`src/rtl/pal_pkg.sv`:
```
// Package for the positional array list: operation and status codes,
// sequencer states and default sizing. It depends on nothing else.
package pal_pkg;

  // Default number of list entries.
  localparam int unsigned PalDepth = 16;

  // Field widths of the words on the two channels.
  localparam int unsigned OpW     = 3;
  localparam int unsigned PosW    = 4;
  localparam int unsigned ValW    = 32;
  localparam int unsigned StatusW = 2;
  localparam int unsigned FoundW  = 4;
  localparam int unsigned CountW  = 5;

  // Operation codes; the two codes above OP_READ are ignored.
  typedef enum logic [OpW-1:0] {
    OP_CLEAR  = 3'd0,
    OP_APPEND = 3'd1,
    OP_INSERT = 3'd2,
    OP_DELETE = 3'd3,
    OP_SEARCH = 3'd4,
    OP_READ   = 3'd5
  } op_e;

  // Result status codes.
  typedef enum logic [StatusW-1:0] {
    ST_OK       = 2'd0,
    ST_BADPOS   = 2'd1,
    ST_FULL     = 2'd2,
    ST_NOTFOUND = 2'd3
  } status_e;

  // Sequencer states.
  typedef enum logic [3:0] {
    S_IDLE,
    S_INS_RD,
    S_INS_WR,
    S_INS_PUT,
    S_DEL_RD,
    S_DEL_WR,
    S_SRCH_RD,
    S_SRCH_CMP,
    S_READ_RD,
    S_READ_WAIT,
    S_FINISH
  } state_e;

endpackage

```
`src/rtl/pal_if.sv`:
```
// Channel interfaces of the positional array list: the operation word in
// and the result word out. They depend on pal_pkg for the field widths.
interface pal_in_if;
  logic                          valid;
  logic                          ready;
  logic [pal_pkg::OpW-1:0]       op;
  logic [pal_pkg::PosW-1:0]      position;
  logic signed [pal_pkg::ValW-1:0] value;

  modport source (output valid, output op, output position, output value, input ready);
  modport sink   (input valid, input op, input position, input value, output ready);
endinterface

interface pal_out_if;
  logic                            valid;
  logic                            ready;
  logic [pal_pkg::StatusW-1:0]     status;
  logic [pal_pkg::FoundW-1:0]      found_index;
  logic signed [pal_pkg::ValW-1:0] read_value;
  logic [pal_pkg::CountW-1:0]      element_count;

  modport source (output valid, output status, output found_index, output read_value,
                  output element_count, input ready);
  modport sink   (input valid, input status, input found_index, input read_value,
                  input element_count, output ready);
endinterface

```
`src/rtl/positional_array_list.sv`:
```
// Top level of the positional array list: a single-port-style element memory
// driven by an operation sequencer. It depends on pal_pkg and pal_if.
//
//   channel  direction  word
//   in_i     sink       op, position, value
//   out_o    source     status, found_index, read_value, element_count
//
// One operation word is taken at a time, while the sequencer is idle; a
// finished result waits in the output register and does not block the next word.
// Clear, append, the spare codes and refused operations go straight to the finishing
// state; read passes S_READ_RD and S_READ_WAIT, a search reads and compares
// one entry at a time, and insert and delete move entries one by one, because
// each moved entry is one memory read followed by one write.
// Reset empties the list at once; the element memory itself is not cleared.
// A result that is not taken holds the sequencer in its finishing state.
module positional_array_list #(
  parameter int unsigned DEPTH = pal_pkg::PalDepth
) (
  input  logic   clk_i,
  input  logic   rst_ni,
  pal_in_if.sink    in_i,
  pal_out_if.source out_o
);
  import pal_pkg::*;

  localparam int unsigned AW   = (DEPTH > 1) ? $clog2(DEPTH) : 1;
  localparam int unsigned CW   = $clog2(DEPTH + 1);
  localparam int unsigned CMPW = (CW > PosW) ? CW : PosW;

  state_e                 state_q, state_d;
  logic [AW-1:0]          k_q, k_d;
  logic [AW-1:0]          pos_q, pos_d;
  logic signed [ValW-1:0] val_q, val_d;
  logic [CW-1:0]          count_q, count_d;
  status_e                res_status_q, res_status_d;
  logic [FoundW-1:0]      res_found_q, res_found_d;
  logic signed [ValW-1:0] res_read_q, res_read_d;

  logic                   mem_we;
  logic [AW-1:0]          mem_waddr, mem_raddr;
  logic signed [ValW-1:0] mem_wdata, rdata_q;
  logic signed [ValW-1:0] mem [DEPTH];

  logic                   out_valid_q;
  status_e                out_status_q;
  logic [FoundW-1:0]      out_found_q;
  logic signed [ValW-1:0] out_read_q;
  logic [CountW-1:0]      out_count_q;
  logic                   out_free, load_out;

  logic [CMPW-1:0] pos_ext, cnt_ext, k_ext;
  logic            full;

  assign pos_ext  = CMPW'(in_i.position);
  assign cnt_ext  = CMPW'(count_q);
  assign k_ext    = CMPW'(k_q);
  assign full     = (cnt_ext == CMPW'(DEPTH));
  assign out_free = !out_valid_q || out_o.ready;

  assign in_i.ready = (state_q == S_IDLE);

  // Element memory: one write port, one registered read port.
  always_ff @(posedge clk_i) begin
    if (mem_we) begin
      mem[mem_waddr] <= mem_wdata;
    end
    rdata_q <= mem[mem_raddr];
  end

  // Sequencer state and control registers.
  always_ff @(posedge clk_i or negedge rst_ni) begin
    if (!rst_ni) begin
      state_q <= S_IDLE;
      count_q <= '0;
    end else begin
      state_q <= state_d;
      count_q <= count_d;
    end
  end

  // Working payload registers need no reset.
  always_ff @(posedge clk_i) begin
    k_q          <= k_d;
    pos_q        <= pos_d;
    val_q        <= val_d;
    res_status_q <= res_status_d;
    res_found_q  <= res_found_d;
    res_read_q   <= res_read_d;
  end

  // Next state, memory accesses and result assembly.
  always_comb begin
    state_d      = state_q;
    k_d          = k_q;
    pos_d        = pos_q;
    val_d        = val_q;
    count_d      = count_q;
    res_status_d = res_status_q;
    res_found_d  = res_found_q;
    res_read_d   = res_read_q;
    mem_we       = 1'b0;
    mem_waddr    = k_q;
    mem_wdata    = rdata_q;
    mem_raddr    = k_q;
    load_out     = 1'b0;

    unique case (state_q)
      S_IDLE: begin
        if (in_i.valid) begin
          pos_d        = AW'(in_i.position);
          val_d        = in_i.value;
          res_status_d = ST_OK;
          res_found_d  = '0;
          res_read_d   = '0;
          state_d      = S_FINISH;
          case (op_e'(in_i.op))
            OP_CLEAR: begin
              count_d = '0;
            end
            OP_APPEND: begin
              if (full) begin
                res_status_d = ST_FULL;
              end else begin
                mem_we    = 1'b1;
                mem_waddr = AW'(count_q);
                mem_wdata = in_i.value;
                count_d   = count_q + CW'(1);
              end
            end
            OP_INSERT: begin
              if (pos_ext >= cnt_ext) begin
                res_status_d = ST_BADPOS;
              end else if (full) begin
                res_status_d = ST_FULL;
              end else begin
                k_d     = AW'(count_q);
                state_d = S_INS_RD;
              end
            end
            OP_DELETE: begin
              if (pos_ext >= cnt_ext) begin
                res_status_d = ST_BADPOS;
              end else if (pos_ext + CMPW'(1) == cnt_ext) begin
                // Deleting the last entry moves nothing.
                count_d = count_q - CW'(1);
              end else begin
                k_d     = AW'(in_i.position) + AW'(1);
                state_d = S_DEL_RD;
              end
            end
            OP_SEARCH: begin
              if (count_q == '0) begin
                res_status_d = ST_NOTFOUND;
              end else begin
                k_d     = '0;
                state_d = S_SRCH_RD;
              end
            end
            OP_READ: begin
              if (pos_ext >= cnt_ext) begin
                res_status_d = ST_BADPOS;
              end else begin
                state_d = S_READ_RD;
              end
            end
            default: begin
            end
          endcase
        end
      end

      // Insert: move entries up from the top down to the position.
      S_INS_RD: begin
        mem_raddr = k_q - AW'(1);
        state_d   = S_INS_WR;
      end
      S_INS_WR: begin
        mem_we    = 1'b1;
        mem_waddr = k_q;
        mem_wdata = rdata_q;
        k_d       = k_q - AW'(1);
        state_d   = (k_q - AW'(1) == pos_q) ? S_INS_PUT : S_INS_RD;
      end
      S_INS_PUT: begin
        mem_we    = 1'b1;
        mem_waddr = pos_q;
        mem_wdata = val_q;
        count_d   = count_q + CW'(1);
        state_d   = S_FINISH;
      end

      // Delete: move entries above the position down by one place.
      S_DEL_RD: begin
        mem_raddr = k_q;
        state_d   = S_DEL_WR;
      end
      S_DEL_WR: begin
        mem_we    = 1'b1;
        mem_waddr = k_q - AW'(1);
        mem_wdata = rdata_q;
        if (k_ext + CMPW'(1) == cnt_ext) begin
          count_d = count_q - CW'(1);
          state_d = S_FINISH;
        end else begin
          k_d     = k_q + AW'(1);
          state_d = S_DEL_RD;
        end
      end

      // Search: scan from position zero until a match or the end.
      S_SRCH_RD: begin
        mem_raddr = k_q;
        state_d   = S_SRCH_CMP;
      end
      S_SRCH_CMP: begin
        if (rdata_q == val_q) begin
          res_found_d = FoundW'(k_q);
          state_d     = S_FINISH;
        end else if (k_ext + CMPW'(1) == cnt_ext) begin
          res_status_d = ST_NOTFOUND;
          state_d      = S_FINISH;
        end else begin
          k_d     = k_q + AW'(1);
          state_d = S_SRCH_RD;
        end
      end

      // Read: one memory access at the position.
      S_READ_RD: begin
        mem_raddr = pos_q;
        state_d   = S_READ_WAIT;
      end
      S_READ_WAIT: begin
        res_read_d = rdata_q;
        state_d    = S_FINISH;
      end

      // Hand the result to the output register once it has room.
      S_FINISH: begin
        if (out_free) begin
          load_out = 1'b1;
          state_d  = S_IDLE;
        end
      end

      default: begin
        state_d = S_IDLE;
      end
    endcase
  end

  // Output register: holds a result word until it is taken.
  always_ff @(posedge clk_i or negedge rst_ni) begin
    if (!rst_ni) begin
      out_valid_q <= 1'b0;
    end else if (load_out) begin
      out_valid_q <= 1'b1;
    end else if (out_o.ready) begin
      out_valid_q <= 1'b0;
    end
  end

  always_ff @(posedge clk_i) begin
    if (load_out) begin
      out_status_q <= res_status_q;
      out_found_q  <= res_found_q;
      out_read_q   <= res_read_q;
      out_count_q  <= CountW'(count_q);
    end
  end

  assign out_o.valid         = out_valid_q;
  assign out_o.status        = out_status_q;
  assign out_o.found_index   = out_found_q;
  assign out_o.read_value    = out_read_q;
  assign out_o.element_count = out_count_q;

endmodule

```
`src/flat_wrapper.sv`:
```
// flat-port wrapper written by rule: the top's interface ports become plain ports
module positional_array_list_flat import pal_pkg::*;
#(
  parameter int unsigned DEPTH = pal_pkg::PalDepth
)
  (clk_i, rst_ni, in_i_valid, in_i_op, in_i_position, in_i_value, in_i_ready, out_o_valid, out_o_status, out_o_found_index, out_o_read_value, out_o_element_count, out_o_ready);
  pal_in_if in_i_i ();
  pal_out_if out_o_i ();
  input  logic clk_i;
  input  logic rst_ni;
  input wire logic [$bits(in_i_i.valid)-1:0] in_i_valid;
  input wire logic [$bits(in_i_i.op)-1:0] in_i_op;
  input wire logic [$bits(in_i_i.position)-1:0] in_i_position;
  input wire logic [$bits(in_i_i.value)-1:0] in_i_value;
  output wire logic [$bits(in_i_i.ready)-1:0] in_i_ready;
  output wire logic [$bits(out_o_i.valid)-1:0] out_o_valid;
  output wire logic [$bits(out_o_i.status)-1:0] out_o_status;
  output wire logic [$bits(out_o_i.found_index)-1:0] out_o_found_index;
  output wire logic [$bits(out_o_i.read_value)-1:0] out_o_read_value;
  output wire logic [$bits(out_o_i.element_count)-1:0] out_o_element_count;
  input wire logic [$bits(out_o_i.ready)-1:0] out_o_ready;
  assign in_i_i.valid = in_i_valid;
  assign in_i_i.op = in_i_op;
  assign in_i_i.position = in_i_position;
  assign in_i_i.value = in_i_value;
  assign in_i_ready = in_i_i.ready;
  assign out_o_valid = out_o_i.valid;
  assign out_o_status = out_o_i.status;
  assign out_o_found_index = out_o_i.found_index;
  assign out_o_read_value = out_o_i.read_value;
  assign out_o_element_count = out_o_i.element_count;
  assign out_o_i.ready = out_o_ready;
  positional_array_list #(.DEPTH(DEPTH)) u_core (.clk_i(clk_i), .rst_ni(rst_ni), .in_i(in_i_i), .out_o(out_o_i));
endmodule
```
`config.mk`:
```
export PLATFORM = sky130hd
export DESIGN_NAME = positional_array_list_flat
export DESIGN_NICKNAME = d
export VERILOG_FILES = /design/src/rtl/pal_pkg.sv /design/src/rtl/pal_if.sv /design/src/rtl/positional_array_list.sv /design/src/flat_wrapper.sv
export SDC_FILE = /design/constraint.sdc
export NUM_CORES = 1
export LEC_CHECK = 0
export ABC_AREA = 1
export BUFFER_PORTS_ARGS = -buffer_cell sky130_fd_sc_hd__buf_2
export CAP_MARGIN = 25
export CELL_PAD_IN_SITES_DETAIL_PLACEMENT = 2
export CELL_PAD_IN_SITES_GLOBAL_PLACEMENT = 2
export CORE_MARGIN = 4
export CORE_UTILIZATION = 42
export DETAILED_ROUTE_END_ITERATION = 12
export PLACE_DENSITY = 0.77
export SLEW_MARGIN = 20
export SYNTH_ARGS = -nofsm -noshare
export SYNTH_HDL_FRONTEND = slang
export SYNTH_SLANG_ARGS = --single-unit
```
`constraint.sdc`:
```
create_clock -name clk_i -period 5.1 [get_ports clk_i]
set_clock_uncertainty 0.1 [all_clocks]
set_input_delay 0.255 -clock clk_i [delete_from_list [all_inputs] [get_ports clk_i]]
set_output_delay 0.255 -clock clk_i [all_outputs]
set_load 0.02 [all_outputs]
```
-- After elaboration in Yosys (flattened, before gate mapping)
Memory sizes are Yosys's and may differ from the RTL's. A register that Yosys moved wholly into a read port is not among the register bits.
Cells that the tools add are included.
- $add $sub $neg: 7
- magnitude comparators: 1
- equality and inequality tests: 34
- multiplexer cells: 63
- reductions and logical operators: 20
- operators with widths (kind ; count):
    $mux W32 ; 4
    $pmux W32 S2 ; 2
    $mux W4 ; 22
    $pmux W4 S10 ; 1
    $eq A32 B32 Y1 ; 1
    $pmux W4 S4 ; 2
    $pmux W5 S3 ; 2
    $mux W5 ; 5
    $pmux W4 S3 ; 2
    $eq A4 B3 Y1 const B ; 4
    $mux W2 ; 8
    $pmux W4 S2 ; 2
    $ne A3 B3 Y1 const B ; 5
    $eq A4 B4 Y1 const B ; 3
    $add A4 B1 Y5 const B ; 2
    $eq A5 B5 Y1 ; 2
    $mux W1 ; 10
    $add A4 B1 Y4 const B ; 2
    $eq A4 B2 Y1 const B ; 2
    $ne A2 B1 Y1 const B ; 4
    $ne A4 B1 Y1 const B ; 2
    $pmux W2 S4 ; 1
    $reduce_and A8 Y1 ; 1
    $reduce_and A7 Y1 ; 1
    other kinds (27) ; 35
- register bits: 131
- memory bits (writable): 512
- bits of input ports: 43
- output and inout bits: 45
- word-level logic and storage cells: 139
- memories kept: 1
- memory list (name ; words ; bits a word ; rd ports ; clocked after Yosys merged registers in ; write ports ; RTL line ; RTL):
    u_core.mem ; 16 ; 32 ; 1 ; 1 ; 1 ; positional_array_list.sv:42 ; logic signed [ValW-1:0] mem [DEPTH];

-- Longest topological paths before layout
- depth in word-level cells: 7
- depth in mapped cells: 16
- mapped depth without buffers: 15

-- Worst setup path before layout
No wires, ideal clock.
- path kind: reg-to-reg
- start: register u_core.state_q[1]
- end: register u_core.res_read_q[0], enable pin
- library setup time: 0.466 ns
- arrival: 3.131 ns
- required time: 4.534 ns
- setup slack: 1.404 ns
- cell stages (with the launch flop): 4
- path buffers: 0
- period minus slack after synthesis: 3.696 ns
- path through: dfrtp_1 nor2_1 nand2_1 o21ai_0
- longest elaborated chain between the ends: 3
- elaborated cells on any way between the ends: 5
- classes of those cells: 2 x eq/ne; 3 x reduce/logical
- ends and longest elaborated chain (element ; RTL line ; RTL):
    start: declaration ; positional_array_list.sv:30 ; state_e state_q, state_d;
    start signal: assignment ; positional_array_list.sv:76 ; state_q <= state_d;
    $eq A4 B4 Y1 or $logic_not A4 Y1 (tied branches) ; positional_array_list.sv:107 ; unique case (state_q)
    $reduce_bool A2 Y1 (no source line) or $ne A2 B2 Y1 (tied branches) ; - ;
    $reduce_and A2 Y1 (no source line) * ; - ;
    end signal: assignment ; positional_array_list.sv:88 ; res_read_q <= res_read_d;
    end: declaration ; positional_array_list.sv:37 ; logic signed [ValW-1:0] res_read_q, res_read_d;
Mark *: on every way between the ends. The rest lies on a longest branch, timed or not.
A chain may end at the register's enable or synchronous reset.

-- Final worst setup path
- start: register u_core.count_q[1] (netlist: u_core.cnt_ext[1])
- end: memory u_core.mem[5][17], enable pin
- longest elaborated chain between the ends: 7
- elaborated cells on any way between the ends: 11
- classes of those cells: 1 x eq/ne; 10 x mux
- ends and longest elaborated chain (element ; RTL line ; RTL):
    start: declaration ; positional_array_list.sv:34 ; logic [CW-1:0] count_q, count_d;
    start signal: assignment ; positional_array_list.sv:77 ; count_q <= count_d;
    $eq A5 B5 Y1 ; positional_array_list.sv:57 ; assign full = (cnt_ext == CMPW'(DEPTH));
    $mux W1 ; positional_array_list.sv:121 ; if (full) begin
    $mux W1 ; positional_array_list.sv:116 ; case (op_e'(in_i.op))
    $mux W1 ; positional_array_list.sv:109 ; if (in_i.valid) begin
    $pmux W1 S2 ; positional_array_list.sv:107 ;
    $mux W1 ; positional_array_list.sv:64 ; if (mem_we) begin
    $mux W1 (implied by the code) ; positional_array_list.sv:65 ; mem[mem_waddr] <= mem_wdata;
    end: declaration ; positional_array_list.sv:42 ;
Parallel ways exist; a longest one is shown, timed or not.

==> key figures <==
Layout
  • Sequential Area: 0.0199 mm2
  • Non-Filler Instances: 3874
  • Final Cell Area: 0.0345 mm2
  • Area delta synth->final: 15.8%
  • Layout cells sized above 1: 0.107
  • Filler Cells Inserted: 7064
  • Layout net count: 2923
  • Final core utilization: 0.492
  • Multi-input gate area: 0.00779 mm2

Power and ir drop
  • Peak VDD IR: 0.572 mV
  • Leak Pwr: 0.0136 uW
  • Net Sw Frac: 0.459
  • NetSw: 12000 uW
  • Cell Pwr Density: 759 mW/mm2
  • Comb power frac: 0.467
  • Tot Pwr: 26200 uW
  • Clk pwr share: 0.208
  • Internal: 14200 uW
  • Seq pwr share: 0.325

Timing
  • Setup TNS: 0 ns
  • Tcrit/Tclk final: 0.845
  • Final Hold Fails: 0
  • Max-slew violations: 0
  • Slew HR: 0.393
  • Setup Viol. Count Final: 0
  • Fmax: 232 MHz
  • Min Clock Period, post-route: 4.31 ns
  • RSZ-0062 raised after global routing: false
  • Worst Tran Pin Value: 0.911 ns

Worst setup path
  • Worst path arrival time: 4.49 ns
  • Crit path launch type: register
  • Critical path class: reg -> reg
  • Critical path endpoint category: register
  • Crit path from: u_core.cnt_ext[1]
  • CP Max Fanout: 17
  • CP endpoint: u_core.mem[5][17]
  • FF-to-FF Start: u_core.cnt_ext[1]
  • Reg2reg setup slack: 0.79 ns
  • Worst reg2reg path depth: 12
  • R2R Path End: u_core.mem[5][17]
  • Worst EP required: 5.27 ns

Outcome
  • Status: completed

Yosys
  • Register bit total from synthesis: 675
  • Register area share after synthesis: 0.668
  • Most frequent cell after synthesis: edfxtp_1
  • Top cells by area, synth: edfxtp_1, nand3_1, nand2_1
  • Ys flop type: edfxtp_1
  • Synthesis warning total: 0
  • Synth unique cells: 39
  • Synth Instances: 2734
  • Share of the synthesized area in the top cell type: 0.638
  • Async S/R FF share, synth: 0.0148
  • Post-synthesis cell area: 0.0298 mm2
  • Yosys top cell by area: edfxtp_1
  • Synth Net Count: 2787
  • Post-synth top cells: edfxtp_1, nand2_1, nand3_1, inv_1, nand3b_1
  • Post-synth EDFFs: 633
  • Mean post-synth cell area: 10.9 um2

CTS
  • CTS tree: yes
  • Clk slew on worst S/H paths: 0.06 ns
  • Clk Latency, worst-skew pair: 0.63 ns
  • Clock buffer depth: 3
  • CTS Sinks: 675
  • Post-CTS sizing: 0
  • # H-tree levels: 3
  • Total CTS buffers: 76
  • Clk root buf: clkbuf_16

Routing
  • DR DRC count: 0
  • Vias per cell: 5.74
  • Total Routed Length: 109000 um
  • Iter 0 DRT Violations: 2154
  • Via count: 22234
  • Post-DRT Antenna Nets: 0
  • First-pass iteration count of the detailed router: 5
  • DR WL/cell: 28.2 um

GRT
  • Initial antenna violation count: 5
  • GRT Total Usage: 0.287
  • First-pass GRT wire length: 160000 um
  • Vias in the first global route: 24592
  • Largest net degree at the start of global routing: 136
  • GRT overflow: 0

Placed design
  • Post-DP Area: 0.0316 mm2
  • Post-DP HPWL: 65000 um
  • IO Port Bufs: 87
  • Placer Congestion: 0.827
  • Placed cells: 3687

Die
  • Initial core utilization: 0.425
  • # IOs: 88
  • Die width: 274 um
  • # rows: 97
  • Die area: 0.0753 mm2
  • Die Span Y: 274 um
  • Core Box Area: 0.0701 mm2

Job
  • Max-Cap Viols: 0

Worst hold path
  • Hold crit path type: in -> reg
[stage by stage]
| stage | setup WS (ns) | hold slack, ns |
|---|---|---|
| global route | 0.571 | 0.126 |
| CTS | 0.793 | 0.0813 |
| global placement | 1.04 | 0.0419 |
| detailed placement | 0.880 | 0.0522 |
| finish | 0.788 | 0.121 |
| floorplan | 1.40 | -0.141 |
[repair_timing]
item,CTS,global route
hold buffers,40,0
endpoints found under the hold margin,50,0
buffers inserted,0,0
[worst min path at each step]
stage               cells past startpoint  slack, ns        from                  to
floorplan                               0      -0.14      rst_ni   u_core.cnt_ext[0]
global placement                        1       0.04      rst_ni  u_core.out_o.valid
detailed placement                      1       0.05      rst_ni   u_core.state_q[3]
CTS                                     6       0.08  in_i_op[0]   u_core.state_q[2]
global route                            5       0.13  in_i_op[1]   u_core.state_q[0]
finish                                  6       0.12  in_i_op[0]   u_core.state_q[2]
[cell type report]
cell class              count  area share
well taps                 940      0.0341
clock buffers             113      0.0633
multi-input cells        1489       0.226
clock inverters            28     0.00674
repair buffers            206      0.0473
inverters                 422      0.0461
diodes                      1   0.0000725
flip-flops and latches    675       0.577
[layout by cell type, fill, tap and decap left out, types with 4 or more instances in the layout]
cell,n
dlygate4sd3_1,40
xnor2_1,25
nand4_1,13
nor2_4,21
inv_1,413
ha_1,10
buf_12,14
a21oi_1,11
buf_4,62
clkbuf_16,79
xor2_1,8
clkbuf_8,8
o21ai_0,23
clkinv_1,10
edfxtp_1,633
o22ai_1,13
buf_2,87
clkbuf_1,26
dfxtp_1,32
inv_6,4
nand2_1,524
nor3_1,6
inv_2,7
dfrtp_1,10
o221ai_1,13
nand3_1,505
nand3b_1,192
o211ai_1,24
nor2_1,76
clkinv_2,11
[critical path, stage by stage, from the launching register on]
cell	delay (ns)
dfrtp_1	0.51
inv_1	0.17
ha_1	0.23
nand3_1	0.22
inv_1	0.21
nor2_4	0.41
o22ai_1	0.14
nand2_1	0.10
nand3_1	0.07
o21ai_0	0.25
nand2_1	0.43
nor2_4	0.64
buf_4	0.44
[cell families (layout without fill, tap and decap cells)]
kind of cell               after synthesis  count (layout)  share of synthesized area
other                                    0               1                          0
xor gates and xnor gates                33              33                    0.00970
buffers and inverters                  570             769                     0.0782
DFF                                    675             675                      0.668
and+or+nand+nor                       1347            1347                      0.218
adders and majority gates               10              10                    0.00420
muxes                                    1               1                   0.000336
AOI/OAI and AO/OA                       98              98                     0.0215
[registers in the layout, summed over array words and instances, names as in the netlist]
register / count
u_core.rdata_q: 32
u_core.out_o.valid: 1
u_core.mem: 512
u_core.cnt_ext: 5
u_core.k_q: 4
u_core.res_found_q: 4
u_core.state_q: 4
u_core.out_o.status: 2
u_core.res_read_q: 32
u_core.val_q: 32
u_core.out_o.element_count: 5
u_core.out_o.read_value: 32
u_core.pos_q: 4
u_core.res_status_q: 2
u_core.out_o.found_index: 4
[metal layers]
metal  track usage  part of all wire  vias to the layer above
met5             0                 0                        -
met4         0.116             0.042                        0
met3        0.0451             0.060                      240
met2         0.502              0.50                      864
met1         0.356              0.40                    11560
li1              -                 -                     9570
[power groups by stage]
stage	logic [uW]	clock network, uW	registers (uW)
2_1_floorplan	7080	0	8460
3_3_place_gp	11100	0	8500
3_5_place_dp	11800	0	8590
4_1_cts	12100	5520	8490
5_1_grt	13100	5750	8570
6_report	12200	5440	8500
Note: power is estimated with default switching activity, not from simulation.
